## src/rtl/lmts_pkg.sv

```systemverilog
// ----------------------------------------------------------------------------
// LCD mode timing sequencer package
// Shared types, register codes, mode codes and reset values used by the
// sequencer's modules.
// ----------------------------------------------------------------------------
package lmts_pkg;

   // Operation codes carried by an input item.
   localparam logic [1:0] OP_TICK  = 2'd0;
   localparam logic [1:0] OP_WRITE = 2'd1;
   localparam logic [1:0] OP_READ  = 2'd2;

   // Register selects for bus accesses.
   localparam logic [1:0] SEL_CONTROL = 2'd0;
   localparam logic [1:0] SEL_STATUS  = 2'd1;
   localparam logic [1:0] SEL_LINE    = 2'd2;
   localparam logic [1:0] SEL_COMPARE = 2'd3;

   // Display mode codes as kept in status bits 1..0.
   localparam logic [1:0] MODE_HBLANK = 2'd0;
   localparam logic [1:0] MODE_VBLANK = 2'd1;
   localparam logic [1:0] MODE_OAM    = 2'd2;
   localparam logic [1:0] MODE_XFER   = 2'd3;

   // Status and control bit positions.
   localparam int unsigned CTRL_ENABLE_BIT  = 7;
   localparam int unsigned STAT_MATCH_BIT   = 2;
   localparam int unsigned STAT_HBLANK_IE   = 3;
   localparam int unsigned STAT_VBLANK_IE   = 4;
   localparam int unsigned STAT_OAM_IE      = 5;
   localparam int unsigned STAT_MATCH_IE    = 6;

   // Timing register indexes on the configuration port.
   localparam int unsigned CSR_INDEX_W = 3;
   localparam logic [CSR_INDEX_W-1:0] CSR_OAM_TICKS     = 3'd0;
   localparam logic [CSR_INDEX_W-1:0] CSR_XFER_TICKS    = 3'd1;
   localparam logic [CSR_INDEX_W-1:0] CSR_HBLANK_TICKS  = 3'd2;
   localparam logic [CSR_INDEX_W-1:0] CSR_VBLANK_TICKS  = 3'd3;
   localparam logic [CSR_INDEX_W-1:0] CSR_LAST_VISIBLE  = 3'd4;
   localparam logic [CSR_INDEX_W-1:0] CSR_LAST_FRAME    = 3'd5;

   localparam int unsigned TICKS_W = 9;
   localparam int unsigned LINE_W  = 8;
   localparam int unsigned SUM_W   = 20;
   localparam int unsigned CSR_DATA_W = TICKS_W;

   // Timing register reset values.
   localparam logic [TICKS_W-1:0] RST_OAM_TICKS    = 9'd80;
   localparam logic [TICKS_W-1:0] RST_XFER_TICKS   = 9'd172;
   localparam logic [TICKS_W-1:0] RST_HBLANK_TICKS = 9'd204;
   localparam logic [TICKS_W-1:0] RST_VBLANK_TICKS = 9'd456;
   localparam logic [LINE_W-1:0]  RST_LAST_VISIBLE = 8'd143;
   localparam logic [LINE_W-1:0]  RST_LAST_FRAME   = 8'd153;

   localparam int unsigned REQ_TDATA_W = 16;
   localparam int unsigned REQ_TUSER_W = 4;
   localparam int unsigned RSP_TDATA_W = 24;

   typedef struct packed {
      logic [TICKS_W-1:0] oam_search_ticks;
      logic [TICKS_W-1:0] transfer_ticks;
      logic [TICKS_W-1:0] hblank_ticks;
      logic [TICKS_W-1:0] vblank_line_ticks;
      logic [LINE_W-1:0]  last_visible_line;
      logic [LINE_W-1:0]  last_frame_line;
   } cfg_type;

   typedef struct packed {
      logic [1:0] operation;
      logic [1:0] reg_select;
      logic [7:0] write_data;
      logic [7:0] cycles;
   } item_type;

   typedef struct packed {
      logic [7:0]         control_reg;
      logic [7:0]         status_reg;
      logic [LINE_W-1:0]  line_counter;
      logic [LINE_W-1:0]  compare_line;
      logic [SUM_W-1:0]   cycle_sum;
      logic [TICKS_W-1:0] action_time;
      logic               frame_start;
   } state_type;

   typedef struct packed {
      logic              vblank_irq;
      logic              stat_irq;
      logic [7:0]        read_data;
      logic [1:0]        mode;
      logic [LINE_W-1:0] line;
   } result_type;

endpackage

```

## src/rtl/lmts_cfg_regs.sv

```systemverilog
// ----------------------------------------------------------------------------
// LCD mode timing sequencer timing registers
// Holds the six timing registers written through the configuration port.
// ----------------------------------------------------------------------------
module lmts_cfg_regs (
   input  logic                            clock,
   input  logic                            reset,
   input  logic                            csr_we,
   input  logic [lmts_pkg::CSR_INDEX_W-1:0] csr_index,
   input  logic [lmts_pkg::CSR_DATA_W-1:0]  csr_wdata,
   output lmts_pkg::cfg_type               cfg
);
   import lmts_pkg::*;

   cfg_type cfg_ff;
   cfg_type cfg_in;

   always_comb begin
      cfg_in = cfg_ff;
      if (csr_we) begin
         case (csr_index)
            CSR_OAM_TICKS:    cfg_in.oam_search_ticks  = csr_wdata;
            CSR_XFER_TICKS:   cfg_in.transfer_ticks    = csr_wdata;
            CSR_HBLANK_TICKS: cfg_in.hblank_ticks      = csr_wdata;
            CSR_VBLANK_TICKS: cfg_in.vblank_line_ticks = csr_wdata;
            CSR_LAST_VISIBLE: cfg_in.last_visible_line = csr_wdata[LINE_W-1:0];
            CSR_LAST_FRAME:   cfg_in.last_frame_line   = csr_wdata[LINE_W-1:0];
            default:          cfg_in = cfg_ff;
         endcase
      end
   end

   always_ff @(posedge clock) begin
      if (reset) begin
         cfg_ff.oam_search_ticks  <= RST_OAM_TICKS;
         cfg_ff.transfer_ticks    <= RST_XFER_TICKS;
         cfg_ff.hblank_ticks      <= RST_HBLANK_TICKS;
         cfg_ff.vblank_line_ticks <= RST_VBLANK_TICKS;
         cfg_ff.last_visible_line <= RST_LAST_VISIBLE;
         cfg_ff.last_frame_line   <= RST_LAST_FRAME;
      end else begin
         cfg_ff <= cfg_in;
      end
   end

   assign cfg = cfg_ff;

endmodule

```

## src/rtl/lmts_step.sv

```systemverilog
// ----------------------------------------------------------------------------
// LCD mode timing sequencer step logic
// Computes the next sequencer state and the result for one item.
// ----------------------------------------------------------------------------
module lmts_step (
   input  lmts_pkg::cfg_type    cfg,
   input  lmts_pkg::state_type  cur,
   input  lmts_pkg::item_type   item,
   output lmts_pkg::state_type  nxt,
   output lmts_pkg::result_type res
);
   import lmts_pkg::*;

   always_comb begin
      logic [SUM_W:0]     sum_wide;
      logic [SUM_W-1:0]   sum_sat;
      logic [1:0]         prev_mode;
      logic [1:0]         new_mode;
      logic               wrap;
      logic               was_on;
      logic               now_on;
      logic [LINE_W-1:0]  line_inc;

      nxt       = cur;
      res       = '0;
      sum_wide  = {1'b0, cur.cycle_sum} + {{(SUM_W+1-8){1'b0}}, item.cycles};
      sum_sat   = sum_wide[SUM_W] ? {SUM_W{1'b1}} : sum_wide[SUM_W-1:0];
      prev_mode = cur.status_reg[1:0];
      line_inc  = cur.line_counter + 8'd1;
      wrap      = 1'b0;
      was_on    = cur.control_reg[CTRL_ENABLE_BIT];
      now_on    = item.write_data[CTRL_ENABLE_BIT];

      // Mode sequence: OAM search, transfer, hblank, then either the next
      // line's OAM search or vblank after the last visible line.
      case (prev_mode)
         MODE_OAM:    new_mode = MODE_XFER;
         MODE_XFER:   new_mode = MODE_HBLANK;
         MODE_HBLANK: new_mode = (cur.line_counter == cfg.last_visible_line) ?
                                 MODE_VBLANK : MODE_OAM;
         default: begin
            wrap     = (cur.line_counter == cfg.last_frame_line);
            new_mode = wrap ? MODE_OAM : MODE_VBLANK;
         end
      endcase

      case (item.operation)
         OP_TICK: begin
            if (was_on) begin
               nxt.cycle_sum = sum_sat;
               if (sum_sat >= {{(SUM_W-TICKS_W){1'b0}}, cur.action_time}) begin
                  nxt.cycle_sum = sum_sat - {{(SUM_W-TICKS_W){1'b0}}, cur.action_time};
                  nxt.status_reg[1:0] = new_mode;
                  case (new_mode)
                     MODE_OAM: begin
                        nxt.line_counter = (cur.frame_start || wrap) ? '0 : line_inc;
                        nxt.frame_start  = 1'b0;
                        nxt.action_time  = cfg.oam_search_ticks;
                     end
                     MODE_XFER:   nxt.action_time = cfg.transfer_ticks;
                     MODE_HBLANK: nxt.action_time = cfg.hblank_ticks;
                     default: begin
                        nxt.action_time  = cfg.vblank_line_ticks;
                        nxt.line_counter = line_inc;
                     end
                  endcase
                  if (prev_mode != new_mode) begin
                     case (new_mode)
                        MODE_OAM:    res.stat_irq = cur.status_reg[STAT_OAM_IE];
                        MODE_HBLANK: res.stat_irq = cur.status_reg[STAT_HBLANK_IE];
                        MODE_VBLANK: begin
                           res.stat_irq   = cur.status_reg[STAT_VBLANK_IE];
                           res.vblank_irq = 1'b1;
                        end
                        default:     res.stat_irq = 1'b0;
                     endcase
                  end
                  // The compare match is checked on every entry to OAM search
                  // and leaves a sticky flag in status.
                  if (new_mode == MODE_OAM && nxt.line_counter == cur.compare_line) begin
                     nxt.status_reg[STAT_MATCH_BIT] = 1'b1;
                     if (cur.status_reg[STAT_MATCH_IE]) begin
                        res.stat_irq = 1'b1;
                     end
                  end
               end
            end
         end
         OP_WRITE: begin
            case (item.reg_select)
               SEL_CONTROL: begin
                  nxt.control_reg = item.write_data;
                  if (was_on != now_on) begin
                     nxt.line_counter    = '0;
                     nxt.cycle_sum       = '0;
                     nxt.status_reg[1:0] = MODE_HBLANK;
                     if (now_on) begin
                        nxt.action_time = '0;
                        nxt.frame_start = 1'b1;
                     end
                  end
               end
               SEL_STATUS: nxt.status_reg   = item.write_data;
               SEL_LINE:   nxt.line_counter = item.write_data;
               default:    nxt.compare_line = item.write_data;
            endcase
         end
         OP_READ: begin
            case (item.reg_select)
               SEL_CONTROL: res.read_data = cur.control_reg;
               SEL_STATUS:  res.read_data = cur.status_reg;
               SEL_LINE:    res.read_data = cur.line_counter;
               default:     res.read_data = cur.compare_line;
            endcase
         end
         default: nxt = cur;
      endcase

      res.mode = nxt.status_reg[1:0];
      res.line = nxt.line_counter;
   end

endmodule

```

## src/rtl/lcd_mode_timing_sequencer.sv

```systemverilog
// ----------------------------------------------------------------------------
// LCD mode timing sequencer
// Tracks display mode and line timing from tick reports and serves bus
// accesses to the control, status, line and compare registers.
// ----------------------------------------------------------------------------
// The sequencer takes one item per clock cycle while the result side is not
// stalled and returns exactly one result per item. An item first lands in an
// input register; the step logic (one 21-bit saturating add, one compare and
// subtract against the pending action time, and a small mode update) works on
// it there, and once the output register is empty or being emptied the result
// goes into the output register while the sequencer state is updated in the
// same edge. The input stays open while a finished result waits, so a full
// item can sit in each register; throughput is one item per cycle whenever
// the result side takes every transfer. Timing registers are written through
// the csr_ port at any edge where csr_we is high and should only change while
// no item is in flight.
// ----------------------------------------------------------------------------
module lcd_mode_timing_sequencer (
   input  logic                              clock,
   input  logic                              reset,
   // Input channel.
   input  logic                              req_tvalid,
   output logic                              req_tready,
   // req_tdata: write_data [7:0], cycles [15:8]
   input  logic [lmts_pkg::REQ_TDATA_W-1:0]  req_tdata,
   // req_tuser: operation [1:0], reg_select [3:2]
   input  logic [lmts_pkg::REQ_TUSER_W-1:0]  req_tuser,
   // Result channel.
   output logic                              rsp_tvalid,
   input  logic                              rsp_tready,
   // rsp_tdata: vblank_irq [0], stat_irq [1], read_data [9:2], mode [11:10],
   // line [19:12], zero [23:20]
   output logic [lmts_pkg::RSP_TDATA_W-1:0]  rsp_tdata,
   // Configuration port.
   input  logic                              csr_we,
   input  logic [lmts_pkg::CSR_INDEX_W-1:0]  csr_index,
   input  logic [lmts_pkg::CSR_DATA_W-1:0]   csr_wdata
);
   import lmts_pkg::*;

   cfg_type    cfg;
   item_type   item_ff;
   item_type   item_in;
   logic       item_valid_ff;
   logic       item_valid_in;
   state_type  state_ff;
   state_type  state_nxt;
   state_type  state_in;
   result_type step_res;
   result_type rsp_ff;
   result_type rsp_in;
   logic       rsp_valid_ff;
   logic       rsp_valid_in;
   logic       advance;
   logic       req_take;

   lmts_cfg_regs u_cfg_regs (
      .clock     (clock),
      .reset     (reset),
      .csr_we    (csr_we),
      .csr_index (csr_index),
      .csr_wdata (csr_wdata),
      .cfg       (cfg)
   );

   lmts_step u_step (
      .cfg  (cfg),
      .cur  (state_ff),
      .item (item_ff),
      .nxt  (state_nxt),
      .res  (step_res)
   );

   // The held item moves on when the output register is empty or being
   // emptied in this cycle; the input register refills in the same cycle.
   assign advance    = item_valid_ff && (!rsp_valid_ff || rsp_tready);
   assign req_tready = !item_valid_ff || advance;
   assign req_take   = req_tvalid && req_tready;

   always_comb begin
      item_in       = item_ff;
      item_valid_in = item_valid_ff && !advance;
      if (req_take) begin
         item_in.operation  = req_tuser[1:0];
         item_in.reg_select = req_tuser[3:2];
         item_in.write_data = req_tdata[7:0];
         item_in.cycles     = req_tdata[15:8];
         item_valid_in      = 1'b1;
      end
   end

   always_comb begin
      state_in     = advance ? state_nxt : state_ff;
      rsp_in       = advance ? step_res : rsp_ff;
      rsp_valid_in = advance || (rsp_valid_ff && !rsp_tready);
   end

   always_ff @(posedge clock) begin
      if (reset) begin
         item_valid_ff <= 1'b0;
         rsp_valid_ff  <= 1'b0;
         state_ff      <= '0;
      end else begin
         item_valid_ff <= item_valid_in;
         rsp_valid_ff  <= rsp_valid_in;
         state_ff      <= state_in;
      end
   end

   // Payload registers carry no reset.
   always_ff @(posedge clock) begin
      item_ff <= item_in;
      rsp_ff  <= rsp_in;
   end

   assign rsp_tvalid = rsp_valid_ff;
   assign rsp_tdata  = {4'b0000, rsp_ff.line, rsp_ff.mode, rsp_ff.read_data,
                        rsp_ff.stat_irq, rsp_ff.vblank_irq};

endmodule

```

## config.mk

```make
export PLATFORM = sky130hd
export DESIGN_NAME = lcd_mode_timing_sequencer
export DESIGN_NICKNAME = d
export VERILOG_FILES = /design/src/rtl/lmts_pkg.sv /design/src/rtl/lmts_cfg_regs.sv /design/src/rtl/lmts_step.sv /design/src/rtl/lcd_mode_timing_sequencer.sv
export SDC_FILE = /design/constraint.sdc
export NUM_CORES = 1
export LEC_CHECK = 0
export BUFFER_PORTS_ARGS = -buffer_cell sky130_fd_sc_hd__clkbuf_2
export CORE_ASPECT_RATIO = 0.75
export CORE_UTILIZATION = 40
export CTS_CLUSTER_DIAMETER = 60
export DETAILED_ROUTE_END_ITERATION = 7
export PLACE_DENSITY = 0.55
export SKIP_CTS_REPAIR_TIMING = 1
export SLEW_MARGIN = 20
export SYNTH_ARGS = -nofsm -noshare
export SYNTH_HDL_FRONTEND = slang
export SYNTH_SLANG_ARGS = --single-unit
```

## constraint.sdc

```tcl
create_clock -name clock -period 13.7 [get_ports clock]
set_input_delay 0.685 -clock clock [delete_from_list [all_inputs] [get_ports clock]]
set_output_delay 0.685 -clock clock [all_outputs]
set_load 0.03 [all_outputs]
```

==> results.py, run 1 <==
metrics = {
    "cells_and_area": {
        "drive_gt1_frac": 0.122,
        "multi_input_area_um2": 5010,
        "antenna_cells": 0,
        "synthToLayoutAreaGrowth_pct": 11.5,
        "seqCellArea_um2": 3520,
        "fin_cells": 1334,
        "n_fill_cell": 2128,
        "nNetsFinal": 1090,
    },
    "timing": {
        "skew_ps": 11.1,
        "tightest_slew_ps": 1100,
        "relSlewSlack": 0.263,
        "fmax_mhz": 177,
        "setup_viol": 0,
        "finalMaxSlewViolations": 0,
        "grt_setup_unrepaired": "false",
        "post-route-period-util": 0.413,
        "fin_ws_ps": 8050,
        "fin_setup_tns_ps": 0,
        "final_hold_viol_count": 0,
        "fin_crit_ps": 5650,
    },
    "drt": {
        "wirelength_mm": 25.2,
        "wl_per_cell_um": 18.9,
        "detailedRoute.firstPassIterationCount": 5,
        "via_per_inst": 5.72,
        "drt_iter0_drc": 828,
        "ant_nets": 0,
        "drc": 0,
        "vias": 7633,
    },
    "grt": {
        "antenna_found_initial": 0,
        "grt_max_degree": 104,
        "track_usage": 0.227,
        "grt_pass1_vias": 7037,
        "gr-total-overflow": 0,
        "grt_pass1_wl_mm": 40.8,
    },
    "setup_path": {
        "cp-start-kind": "flip-flop",
        "critPathKind": "flip-flop to flip-flop",
        "end_kind": "flip-flop",
        "critPathRequiredTime_ps": 13860,
        "worstPathMaxFanout": 14,
        "cp.arrival_ps": 5810,
    },
    "die": {
        "start_util": 0.415,
        "dieArea_um2": 22900,
        "ioPinCount": 63,
        "dieWidth_um": 174,
        "num_rows": 46,
        "die_h_um": 131,
        "core_um2": 21500,
    },
    "synthesis": {
        "synth-async-reset-ratio": 0,
        "synth_seq_area_share": 0.396,
        "synth-simple-area-share": 0.222,
        "synth_cells": 1014,
        "syn_area_um2": 8900,
        "synth_area_leader_cell": "dfxtp_1",
        "synth_edf_count": 40,
        "muxShareOfSynthArea": 0.0756,
        "synth_fa_ha_area_frac": 0.0298,
        "yosysTopAreaCellShare": 0.261,
        "ys.flop_type": "dfxtp_1",
        "synth_area_leaders": "dfxtp_1 (26%), edfxtp_1 (13%), nand2_1 (6.6%)",
        "ys_seq_elements": 156,
        "synthXorXnorAreaFrac": 0.0423,
        "ys_warn_count": 0,
        "yosys.cell_types.count": 79,
        "synth_compound_area_frac": 0.190,
        "synth_top_family_by_area": "simple AND/OR/NAND/NOR gates",
        "synth.avg_cell_area_um2": 8.78,
        "synth_common_cells": "nand2_1 (156), dfxtp_1 (116), a21oi_1 (67), nor2_1 (59), clkbuf_1 (48)",
        "yosysMostFrequentCell": "nand2_1",
    },
    "cts": {
        "clkTransAtPathRegs_ps": 60,
        "htree_levels": 4,
        "cts_root_buffer": "clkbuf_16",
        "cts_buffers": 17,
        "cts_tree": "yes",
        "clk_latency_ps": 430,
        "cts_buffer_depth": 2,
        "cts.sinks": 156,
    },
    "place": {
        "gp_congestion": 0.897,
        "dpl.cell_count": 1302,
        "io_buffers": 58,
        "dp_slack_ps": 8140,
        "dp_hpwl_mm": 17.9,
    },
    "power": {
        "powerDensity_nw_per_um2": 109,
        "irDropWorstVdd_v": 0.0000838,
        "p_leak_nw": 3.81,
    },
    "worst_hold_path": {
        "hp-class": "primary input to flip-flop",
    },
    "run_status": {
        "status": "finished clean",
    },
    "flow_run": {
        "maxCapViolCount": 0,
    },
}
metrics by stage:
step                      area, µm²  total power, W  hold slack [ps]  utilization
after detailed placement       9310        0.000608              446        0.434
after global placement         9310        0.000608              442        0.434
after global routing           9920         0.00113              403        0.462
after CTS                      9920         0.00109              409        0.462
after floorplan                8920        0.000575              429            -
final                          9920         0.00109              429        0.462
final cells by class:
class,instances,area share
repair buffers,64,0.0338
inverters,24,0.00908
clock buffers,24,0.0540
well taps,288,0.0363
multi-input cells,770,0.505
clock inverters,8,0.00731
flip-flops and latches,156,0.355
report_power, final:
part | internal (W) | total [W] | switching (W)
Combinational | 0.0000359 | 0.000101 | 0.0000656
Sequential | 0.000485 | 0.000497 | 0.0000124
Clock | 0.000292 | 0.000487 | 0.000195
placed cells by master (no fill, tap or decap), types with 10 or more instances in the layout:
cell       synthesis  final
ha_1              18     18
nand3b_1          28     28
nand4_1           18     18
xor2_1            19     19
a21oi_1           67     67
nand3_1           27     27
nor3_1            17     17
nor2b_1           23     22
dfxtp_1          116    116
and3_1            15     15
o21ai_0           44     44
edfxtp_1          40     40
clkbuf_16          0     20
o31ai_1           14     14
nand2b_1          12     12
a21o_1            10     10
mux2i_1           41     41
inv_1             23     23
clkbuf_2           0     57
o21ai_1           10     10
nand2_1          156    156
xnor2_1           24     24
nor2_1            59     58
critical path, cell delays in order (launching register included):
cell and delay [ps]:
edfxtp_1 370, ha_1 250, fa_1 440, a211o_1 340, a211o_1 410, nand4_1 450, nor2b_1 250, ha_1 210
fa_1 210, nor2b_1 70, o31a_1 280, o31ai_1 360, a21oi_1 220, nor2_1 210, nand4_2 430, o21ai_1 520
a2bb2oi_1 260, o21ai_0 120
flip-flops by register name, indices dropped and copies added (netlist names):
name,count
u_cfg_regs.cfg,52
item_ff,20
item_valid_ff,1
rsp_tdata,20
rsp_tvalid,1
state_ff,62
logic make-up after synthesis:
logic type,Yosys count
fa+ha+maj,20
buf+inv,91
mux,56
flops,156
simple gates,397
xor+xnor,43
other cells,1
compound gates,250
final timing paths:
path / slack, ps / cells past startpoint / from / endpoint
worst max-delay path: 8050 / 17 / item_ff[0] / rsp_tdata[15]
worst min-delay path: 430 / 1 / req_tdata[13] / item_ff[5]
worst max register to register: 8050 / 17 / item_ff[0] / rsp_tdata[15]
worst min register to register: 450 / 2 / u_cfg_regs.cfg[34] / u_cfg_regs.cfg[34]
metal layers:
layer  track usage  share of wire  vias up
met2         0.319           0.42      241
met4        0.0487          0.010        0
met3        0.0477          0.060       18
met1         0.348           0.51     3651
met5             0              0        -
li1              -              -     3723
(Power assumes the default switching activity.)
==> inputs of run 2 (changes only) <==
--- a/config.mk
+++ b/config.mk
@@ -10,7 +10,7 @@
 export CORE_UTILIZATION = 40
 export CTS_CLUSTER_DIAMETER = 60
 export DETAILED_ROUTE_END_ITERATION = 7
-export PLACE_DENSITY = 0.55
+export PLACE_DENSITY = 0.57
 export SKIP_CTS_REPAIR_TIMING = 1
 export SLEW_MARGIN = 20
 export SYNTH_ARGS = -nofsm -noshare
==> constraint.sdc (replaced) <==
create_clock -name clock -period 4.8 [get_ports clock]
set_input_delay 0.24 -clock clock [delete_from_list [all_inputs] [get_ports clock]]
set_output_delay 0.24 -clock clock [all_outputs]
set_load 0.03 [all_outputs]
==> run 2 against run 1 <==
- largest cell class unchanged
- final area is 4.4% higher
- wire length hardly changed
- die area stayed put
- sequential power grew to 2.9 times the previous value
- via count is 3.1% higher
- combinational power grew to 3.2 times the previous value
- hold slack worse by 380 ps
- power grew to 2.9 times the previous value
- highest routed layer unchanged
- clock skew is 0.72 ps lower
- sequential cell count stayed put
- worst setup slack worse by 7800 ps
==> results.py, run 2 (synthesized netlist as in run 1, its figures left out) <==
metrics = {
    "grt": {
        "track_usage": 0.221,
        "antenna_found_initial": 0,
        "grt_pass1_vias": 7209,
        "grt_max_degree": 101,
        "grt_pass1_wl_mm": 40.1,
        "gr-total-overflow": 0,
    },
    "cts": {
        "clk_latency_ps": 430,
        "cts_buffers": 17,
        "cts_tree": "yes",
        "htree_levels": 4,
        "cts_buffer_depth": 2,
        "cts_root_buffer": "clkbuf_16",
        "cts.sinks": 156,
        "clkTransAtPathRegs_ps": 70,
    },
    "setup_path": {
        "reg2reg_depth": 18,
        "cpMaxStageDelayCell": "fa_2",
        "critPathRequiredTime_ps": 4970,
        "cp.arrival_ps": 4750,
        "cp-start-kind": "flip-flop",
        "crit_chain": "ha_1 -> fa_2 -> a211o_1 -> a211o_1 -> nand4_1 -> nor2b_4 -> ha_1 -> fa_1 -> nor2b_1 -> o31a_1 -> o31ai_4 -> a21oi_2 -> nor2_2 -> nand4_4 -> buf_4 -> o21ai_4 -> o2bb2a_2 -> o21ai_0",
        "critPathKind": "flip-flop to flip-flop",
        "worstPathMaxFanout": 6,
        "critPathMaxStageDelay_ps": 380,
        "end_kind": "flip-flop",
    },
    "timing": {
        "final_hold_viol_count": 0,
        "skew_ps": 10.3,
        "post-route-period-util": 0.954,
        "tightest_slew_ps": 1070,
        "fin_ws_ps": 223,
        "finalMaxSlewViolations": 0,
        "timing.hold.ws_ps": 44.3,
        "relSlewSlack": 0.285,
        "fmax_mhz": 218,
        "fin_crit_ps": 4580,
        "fin_setup_tns_ps": 0,
        "setup_viol": 0,
    },
    "die": {
        "core_um2": 21500,
        "die_h_um": 131,
        "dieWidth_um": 174,
        "start_util": 0.415,
        "num_rows": 46,
        "ioPinCount": 63,
        "dieArea_um2": 22900,
    },
    "place": {
        "io_buffers": 58,
        "dp_hpwl_mm": 17.7,
        "gp_congestion": 0.890,
        "dp_slack_ps": -63.9,
    },
    "drt": {
        "wl_per_cell_um": 18.4,
        "drc": 0,
        "detailedRoute.firstPassIterationCount": 5,
        "drt_iter0_drc": 855,
        "ant_nets": 0,
        "vias": 7867,
        "via_per_inst": 5.75,
        "wirelength_mm": 25.2,
    },
    "power": {
        "p_leak_nw": 3.98,
        "finalPower_w": 0.00312,
        "irDropWorstVdd_v": 0.000239,
        "powerDensity_nw_per_um2": 301,
    },
    "worst_hold_path": {
        "hp-class": "primary input to flip-flop",
        "whs_path_depth": 3,
    },
    "cells_and_area": {
        "largest_reg_flops": 62,
        "layout_commonest_cell": "nand2_1",
        "synthToLayoutAreaGrowth_pct": 16.4,
        "nNetsFinal": 1125,
        "n_fill_cell": 2059,
        "antenna_cells": 0,
        "drive_gt1_frac": 0.146,
        "mostFrequentLayoutCells": "nand2_1 (154), dfxtp_1 (116), a21oi_1 (64)",
        "top_register": "state_ff",
    },
    "flow_run": {
        "maxCapViolCount": 0,
    },
    "run_status": {
        "status": "finished clean",
    },
}
run 2: final cells by class:
class / instances / area, µm² / area share
multi-input combinational: 771 / 5130 / 0.495
sequential: 156 / 3520 / 0.340
timing repair buffer: 98 / 644 / 0.0622
clock buffer: 25 / 539 / 0.0520
tap: 288 / 360 / 0.0348
inverter: 24 / 90.1 / 0.00869
clock inverter: 7 / 75.1 / 0.00725
run 2: per-layer routing:
layer / GRT usage / part of all wire / vias up
li1: - / - / 3815
met1: 0.342 / 0.51 / 3742
met2: 0.311 / 0.42 / 289
met3: 0.0463 / 0.060 / 21
met4: 0.0453 / 0.0090 / 0
met5: 0 / 0 / -
run 2: per-stage QoR:
stage | util | std cells | instance area (µm²)
floorplan | - | 1017 | 8920
global placement | 0.437 | 1312 | 9390
detailed placement | 0.437 | 1312 | 9390
CTS | 0.466 | 1344 | 10000
global route | 0.483 | 1369 | 10400
finish | 0.483 | 1369 | 10400
run 2: power breakdown:
part | internal (W) | switching, W | total [W]
Clock | 0.000837 | 0.000541 | 0.00138
Sequential | 0.00138 | 0.0000382 | 0.00142
Combinational | 0.000124 | 0.000196 | 0.000320
Total | 0.00234 | 0.000775 | 0.00312
run 2: critical path: cells and delay by family (launching register included):
kind,cells,cell delay [ps]
and+or+nand+nor,5,820
AOI/OAI and AO/OA,8,1910
DFF,1,360
adders and majority gates,4,1020
buffers and inverters,1,200
run 2: final timing paths:
kind                                    startpoint                  to  slack [ps]
worst max register to register          item_ff[0]       rsp_tdata[10]         220
worst min-delay path                    req_tvalid       item_valid_ff          40
worst min register to register  u_cfg_regs.cfg[34]  u_cfg_regs.cfg[34]         450
worst max-delay path                    item_ff[0]       rsp_tdata[10]         220
